### src/ucbts_pkg.sv
// Constants shared by the child select block and its checker.
// No dependencies.
package ucbts_pkg;
  localparam int MAX_CHILDREN = 512;
  localparam int IDX_W        = $clog2(MAX_CHILDREN);
  localparam int URG_W        = 23;
  localparam logic signed [URG_W-1:0] URG_MAX = 23'sd4194303;
  localparam logic signed [URG_W-1:0] URG_MIN = -23'sd4194304;
  localparam logic [15:0] GAIN_RESET  = 16'd819;
  localparam logic [15:0] LN2_Q16     = 16'd45426;
  localparam logic [14:0] QUARTER_Q16 = 15'd16384;
  localparam logic [4:0]  LN_STEPS    = 5'd16;
  localparam logic [4:0]  DIV_STEPS   = 5'd25;
  localparam logic [4:0]  SQRT_STEPS  = 5'd21;
endpackage

### src/ucb1_tuned_child_select.sv
// UCB1-tuned child selection, top level.
// Depends on ucbts_pkg.
//
// Children of one node arrive one item at a time; the block is busy with each
// considered child (16 log squarings, 4 multiplies, two
// 25-step divisions and two 21-step square roots, plus set-up states),
// all sequenced through one 32x32 multiplier and one 43-bit subtractor.
// Skipped pass children, children with zero visits and a zero parent count go
// straight to the update state. in_stall is high while a child is being worked
// on. The result for a node is registered on the last child and may wait on
// out_stall while the next node's first child is already accepted.
module ucb1_tuned_child_select
  import ucbts_pkg::*;
(
  input  logic                    clk,
  input  logic                    rst,
  input  logic                    cfg_write,
  input  logic [15:0]             cfg_data,
  input  logic                    in_valid,
  output logic                    in_stall,
  input  logic [31:0]             parent_visits,
  input  logic                    parity_negative,
  input  logic                    pass_allowed,
  input  logic [15:0]             child_value,
  input  logic [31:0]             child_visits,
  input  logic                    child_is_pass,
  input  logic                    last_child,
  output logic                    out_valid,
  input  logic                    out_stall,
  output logic [8:0]              best_index,
  output logic signed [URG_W-1:0] chosen_urgency,
  output logic                    any_considered
);

  localparam logic [3:0] S_IDLE   = 4'd0;
  localparam logic [3:0] S_LN     = 4'd1;
  localparam logic [3:0] S_LNMUL  = 4'd2;
  localparam logic [3:0] S_XMUL   = 4'd3;
  localparam logic [3:0] S_VMUL   = 4'd4;
  localparam logic [3:0] S_DIV    = 4'd5;
  localparam logic [3:0] S_SQRT   = 4'd6;
  localparam logic [3:0] S_LOC    = 4'd7;
  localparam logic [3:0] S_LOCMUL = 4'd8;
  localparam logic [3:0] S_URG    = 4'd9;
  localparam logic [3:0] S_UPD    = 4'd10;

  logic [3:0]  state;
  logic [4:0]  cnt;
  logic        second;
  logic [15:0] explore_gain;

  // item fields held for the work
  logic        neg;
  logic        last;
  logic        consider;
  logic [15:0] v;
  logic [31:0] n;

  logic [31:0] m;
  logic [15:0] frac;
  logic [4:0]  top;
  logic [24:0] lx;
  logic [16:0] var_q;
  logic [24:0] dvd;
  logic [31:0] rem;
  logic [41:0] xs;
  logic [41:0] root;
  logic [41:0] bitr;
  logic [14:0] loc;
  logic signed [URG_W-1:0] urg;

  logic signed [URG_W-1:0] run_best;
  logic [IDX_W-1:0]        run_idx;
  logic [IDX_W-1:0]        child_counter;
  logic                    seen_any;

  // shared units
  logic [31:0] mul_a, mul_b;
  logic [63:0] prod;
  logic [42:0] sub_a, sub_b, diff;
  logic        ge;

  always_comb begin
    mul_a = m;
    mul_b = m;
    case (state)
      S_LNMUL: begin
        mul_a = {11'd0, top, frac};
        mul_b = {16'd0, LN2_Q16};
      end
      S_XMUL: begin
        mul_a = {7'd0, lx};
        mul_b = {16'd0, explore_gain};
      end
      S_VMUL: begin
        mul_a = {16'd0, v};
        mul_b = {16'd0, v};
      end
      S_LOCMUL: begin
        mul_a = {7'd0, lx};
        mul_b = {17'd0, loc};
      end
      default: begin
        mul_a = m;
        mul_b = m;
      end
    endcase
  end
  assign prod = mul_a * mul_b;

  always_comb begin
    if (state == S_DIV) begin
      sub_a = {10'd0, rem, dvd[24]};
      sub_b = {11'd0, n};
    end else begin
      sub_a = {1'b0, xs};
      sub_b = {1'b0, root + bitr};
    end
  end
  assign diff = sub_a - sub_b;
  assign ge   = ~diff[42];

  // highest set bit of the parent count
  logic [4:0] top_in;
  always_comb begin
    top_in = 5'd0;
    for (int i = 0; i < 32; i++) begin
      if (parent_visits[i]) top_in = 5'(i);
    end
  end

  logic [32:0] sq;
  assign sq = prod[63:31];

  logic [15:0] vv;
  logic [16:0] var_raw;
  assign vv      = prod[31:16];
  assign var_raw = {1'b0, v} - {1'b0, vv};

  logic [24:0] dvd_next;
  assign dvd_next = {dvd[23:0], ge};

  logic [21:0] loc_sum;
  assign loc_sum = {5'd0, var_q} + {1'b0, root[20:0]};

  logic signed [24:0] sv, usum;
  assign sv   = neg ? -$signed({9'd0, v}) : $signed({9'd0, v});
  assign usum = sv + $signed({4'd0, root[20:0]});

  // best after this child
  logic                    take;
  logic                    seen_next;
  logic signed [URG_W-1:0] best_next;
  logic [IDX_W-1:0]        idx_next;
  assign take      = consider && (!seen_any || (urg > run_best));
  assign seen_next = seen_any || consider;
  assign best_next = take ? urg : run_best;
  assign idx_next  = take ? child_counter : run_idx;

  logic emit;
  assign emit = (state == S_UPD) && last && (!out_valid || !out_stall);

  assign in_stall = (state != S_IDLE);

  always_ff @(posedge clk) begin
    if (rst) begin
      explore_gain <= GAIN_RESET;
    end else if (cfg_write) begin
      explore_gain <= cfg_data;
    end
  end

  always_ff @(posedge clk) begin
    if (rst) begin
      state         <= S_IDLE;
      cnt           <= 5'd0;
      second        <= 1'b0;
      out_valid     <= 1'b0;
      run_best      <= URG_MIN;
      run_idx       <= '0;
      child_counter <= '0;
      seen_any      <= 1'b0;
    end else begin
      if (emit) begin
        out_valid <= 1'b1;
      end else if (out_valid && !out_stall) begin
        out_valid <= 1'b0;
      end
      case (state)
        S_IDLE: begin
          if (in_valid) begin
            neg      <= parity_negative;
            last     <= last_child;
            v        <= child_value;
            n        <= child_visits;
            consider <= pass_allowed || !child_is_pass;
            top      <= top_in;
            m        <= parent_visits << (5'd31 - top_in);
            frac     <= 16'd0;
            cnt      <= 5'd0;
            urg      <= URG_MAX;
            if (!(pass_allowed || !child_is_pass) || child_visits == 32'd0
                || parent_visits == 32'd0) begin
              state <= S_UPD;
            end else begin
              state <= S_LN;
            end
          end
        end
        S_LN: begin
          if (sq[32]) begin
            m    <= sq[32:1];
            frac <= {frac[14:0], 1'b1};
          end else begin
            m    <= sq[31:0];
            frac <= {frac[14:0], 1'b0};
          end
          cnt <= cnt + 5'd1;
          if (cnt == LN_STEPS - 5'd1) state <= S_LNMUL;
        end
        S_LNMUL: begin
          lx    <= {4'd0, prod[36:16]};
          state <= S_XMUL;
        end
        S_XMUL: begin
          lx    <= prod[36:12];
          state <= S_VMUL;
        end
        S_VMUL: begin
          var_q  <= neg ? (17'h10000 - var_raw) : var_raw;
          dvd    <= lx;
          rem    <= 32'd0;
          cnt    <= 5'd0;
          second <= 1'b0;
          state  <= S_DIV;
        end
        S_DIV: begin
          rem <= ge ? diff[31:0] : {rem[30:0], dvd[24]};
          dvd <= dvd_next;
          cnt <= cnt + 5'd1;
          if (cnt == DIV_STEPS - 5'd1) begin
            // set up the root of quotient << 16
            xs    <= {1'b0, dvd_next, 16'd0};
            root  <= 42'd0;
            bitr  <= 42'd1 << 40;
            cnt   <= 5'd0;
            state <= S_SQRT;
          end
        end
        S_SQRT: begin
          if (ge) begin
            xs   <= diff[41:0];
            root <= (root >> 1) + bitr;
          end else begin
            root <= root >> 1;
          end
          bitr <= bitr >> 2;
          cnt  <= cnt + 5'd1;
          if (cnt == SQRT_STEPS - 5'd1) state <= second ? S_URG : S_LOC;
        end
        S_LOC: begin
          loc   <= (loc_sum > {7'd0, QUARTER_Q16}) ? QUARTER_Q16 : loc_sum[14:0];
          state <= S_LOCMUL;
        end
        S_LOCMUL: begin
          dvd    <= prod[40:16];
          rem    <= 32'd0;
          cnt    <= 5'd0;
          second <= 1'b1;
          state  <= S_DIV;
        end
        S_URG: begin
          if (usum > 25'sd4194303) urg <= URG_MAX;
          else if (usum < -25'sd4194304) urg <= URG_MIN;
          else urg <= usum[URG_W-1:0];
          state <= S_UPD;
        end
        S_UPD: begin
          if (!last) begin
            run_best      <= best_next;
            run_idx       <= idx_next;
            seen_any      <= seen_next;
            child_counter <= child_counter + 1'b1;
            state         <= S_IDLE;
          end else if (!out_valid || !out_stall) begin
            // emit and clear for the next node
            any_considered <= seen_next;
            best_index     <= seen_next ? 9'(idx_next) : 9'd0;
            chosen_urgency <= seen_next ? best_next : URG_MIN;
            run_best       <= URG_MIN;
            run_idx        <= '0;
            seen_any       <= 1'b0;
            child_counter  <= '0;
            state          <= S_IDLE;
          end
        end
        default: state <= S_IDLE;
      endcase
    end
  end

endmodule

### config.mk
export PLATFORM = sky130hd
export DESIGN_NAME = ucb1_tuned_child_select
export DESIGN_NICKNAME = d
export VERILOG_FILES = /design/src/ucbts_pkg.sv /design/src/ucb1_tuned_child_select.sv
export SDC_FILE = /design/constraint.sdc
export NUM_CORES = 2
export LEC_CHECK = 0
export CORE_ASPECT_RATIO = 2
export CORE_MARGIN = 5
export CORE_UTILIZATION = 60
export DETAILED_ROUTE_END_ITERATION = 16
export DONT_BUFFER_PORTS = 1
export PLACE_DENSITY = 0.76
export SYNTH_ARGS = -nofsm -noshare
export SYNTH_HDL_FRONTEND = slang
export SYNTH_SLANG_ARGS = --single-unit
### constraint.sdc
create_clock -name clk -period 12.65 [get_ports clk]
set_input_delay 1.265 -clock clk [delete_from_list [all_inputs] [get_ports clk]]
set_output_delay 1.265 -clock clk [all_outputs]
set_load 0.1 [all_outputs]
==> metrics.md <==
| Metric | Value |
|---|---|
| Sequential area share after synthesis | `0.209` |
| Failing checks | `capacitance limit, slew limit` |
| Fmax | `82.3 MHz` |
| Synth area leader | `fa_1` |
| Largest net degree at the start of global routing | `77` |
| Setup ws final | `0.498 ns` |
| Worst-path maximum fanout | `56` |
| Core area | `0.101 mm^2` |
| Vias in the first global route | `54,400` |
| CP required | `13.03 ns` |
| Share of layout cells above drive strength 1 | `0.0619` |
| Period utilisation layout | `0.961` |
| Nets | `8,102` |
| Port bufs | `0` |
| Wirelength, routed | `225,000 um` |
| Dpl cells | `7,966` |
| Via density | `6.32` |
| Share of Yosys cell area claimed by the top area cell type | `0.295` |
| MaxCap Viol Count | `1` |
| DRC | `0` |
| Seq cells post-synth | `448` |
| Final core occ | `0.641` |
| Top Ports | `140` |
| Final non-filler cell total | `8,058` |
| Critical path's top delay family | `adder cells` |
| Hold Fails Final Rpt | `0` |
| Worst path bufs/invs | `12` |
| CP Launch Type | `flop` |
| ANT nets after route | `0` |
| YS warnings | `0` |
| H-tree depth | `2` |
| Crit path largest cell delay | `1.03 ns` |
| Vias | `50,900` |
| Clk_skew | `0.0677 ns` |
| Clock Pin Slew Worst Setup and Hold Paths | `0.08 ns` |
| Post-Syn Nets | `8,174` |
| Largest cells by area after synthesis | `fa_1, edfxtp_1, ha_1, inv_1, nand2_1` |
| Die width | `235 um` |
| Post-DP HPWL | `176,000 um` |
| Initial antenna violation count | `26` |
| Standard-cell row count | `165` |
| Worst rel slew slack | `-0.00957` |
| Die area | `0.108 mm^2` |
| Synthesized area per cell | `9.03 um^2` |
| Slew @ Worst Pin | `1.51 ns` |
| Synth top cells by count | `inv_1, nand2_1, fa_1, nor2_1, ha_1` |
| DRT iter0 DRCs | `4,277` |
| CTS Buf Count | `40` |
| DP Worst Slack | `0.591 ns` |
| TritonCTS clock tree | `yes` |
| Minimum clock period | `12.15 ns` |
| Mapped Area | `0.0609 mm^2` |
| Clock Tree Root | `clkbuf_16` |
| Worst path slowest cell | `xnor2_1` |
| Max Slew Vio Count | `7` |
| Vert. Die Dim | `461 um` |
| Syn Inst Count | `6,747` |
| Type of destination of the critical path | `flop` |
| Sink Count | `448` |
| Setup violators final | `0` |
| CTS Hold Bufs | `0` |
| Top FF cell, synth | `edfxtp_1` |
| Worst EP arrival | `12.53 ns` |
| Final GP Congestion | `1.10` |
| Area Growth Syn to Fin | `6.19%` |
| DRT Pass-1 Iters | `9` |
| Total congestion overflow | `0` |
| Number of flops mapped to enable cells by yosys | `379` |
| Starting Density | `0.604` |
| Cell mode on critical path | `fa_1` |
| Fraction of registers with async set/reset | `0` |
| Worst Setup Path Type | `reg2reg` |
| Wire per inst | `27.9 um` |
| Most frequent cell after synthesis | `inv_1` |
| Hold_ws | `0.510 ns` |
| Clock Latency Late Sink | `0.63 ns` |
| Synth cell types | `94` |
| Clock buffer depth | `3` |
| Worst hold path class | `reg2reg` |
| First-pass GRT wire length | `333,000 um` |
| Status | `finished, violations left` |
| All-Layer GR Usage | `0.415` |
-- through the flow --
step	setup TNS [ns]	area, um^2
final	0	64700
after global routing	-0.00376	64700
after CTS	0	64500
after detailed placement	0	63200
after global placement	0	63200
after floorplan	0	60900
-- path summary, 6_finish.rpt --
| kind | startpoint | end | slack, ns | depth (start not counted) |
|---|---|---|---|---|
| max reg2reg | state[1] | var_q[16] | 0.50 | 38 |
| max | state[1] | var_q[16] | 0.50 | 38 |
| min | run_idx[4] | run_idx[4] | 0.51 | 2 |
| min reg2reg | run_idx[4] | run_idx[4] | 0.51 | 2 |
-- metal layers --
layer	track usage	vias up	part of all wire
li1	-	21700	-
met4	0.476	16	0.15
met3	0.106	1407	0.089
met2	0.702	2921	0.48
met1	0.375	24900	0.28
met5	0	-	0.00051
-- cell families (layout without fill, tap and decap cells) --
kind of cell | Yosys count | in the layout | share of synthesized area
and+or+nand+nor | 2099 | 2099 | 0.151
buffers and inverters | 1471 | 1431 | 0.0909
adders and majority gates | 1325 | 1325 | 0.383
AOI/OAI and AO/OA | 1068 | 1068 | 0.115
DFF | 448 | 448 | 0.209
xor gates and xnor gates | 245 | 245 | 0.0352
muxes | 91 | 91 | 0.0151
other | 0 | 15 | 0
-- worst reg2reg max path: cells and delay by family (launching register included) --
family                   cells  cell delay, ns
AO/OA/AOI/OAI                6            1.52
XOR/XNOR                     2            1.18
adder cells (fa/ha/maj)     10            4.81
buffers and inverters       12            2.26
flip-flops                   1            0.50
AND/OR/NAND/NOR              8            1.64
-- cell type report --
type                    instances  area [um^2]
fillers                      8390        36300
flip-flops and latches        448        12800
clock buffers                  51         1090
repair buffers                221         1700
multi-input cells            4828        42900
well taps                    1336         1670
inverters                    1136         4270
diodes                         15         37.5
clock inverters                23          260
-- registers in the layout, summed over array words and instances, names as in the netlist, 4 cells and up --
signal	count
root	42
xs	42
m	32
n	32
rem	32
dvd	25
lx	25
chosen_urgency	23
run_best	23
urg	23
bitr	21
var_q	17
explore_gain	16
frac	16
v	16
loc	15
best_index	9
child_counter	9
run_idx	9
cnt	5
top	5
state	4
-- cells in the final DEF (no fill, tap or decap), types with 31 or more instances in the layout --
cell,netlist,layout
a21oi_1,256,249
a211oi_1,68,66
a31o_2,41,37
nand3_1,50,50
a22oi_1,92,92
fa_1,899,899
and2_1,64,61
nand2_1,979,976
ha_1,423,423
o31ai_1,33,31
and3_1,175,175
xnor2_1,138,137
mux2i_1,82,82
nor3_1,58,52
nor2b_1,43,43
inv_1,1131,1130
dfxtp_1,69,66
buf_4,1,216
edfxtp_1,379,379
clkbuf_16,0,42
a21o_1,74,74
o21bai_1,39,38
o21ai_0,222,221
xor2_1,107,106
a31oi_1,54,52
nor2_1,574,572
-- what timing repair did --
action	CTS	global route
endpoints found under the setup margin	0	22
resized for setup	0	17
buffers inserted	0	1
Power is left out: the tool's default activity adds up to more than one toggle a clock period on the data nets, which glitch-free logic cannot reach.
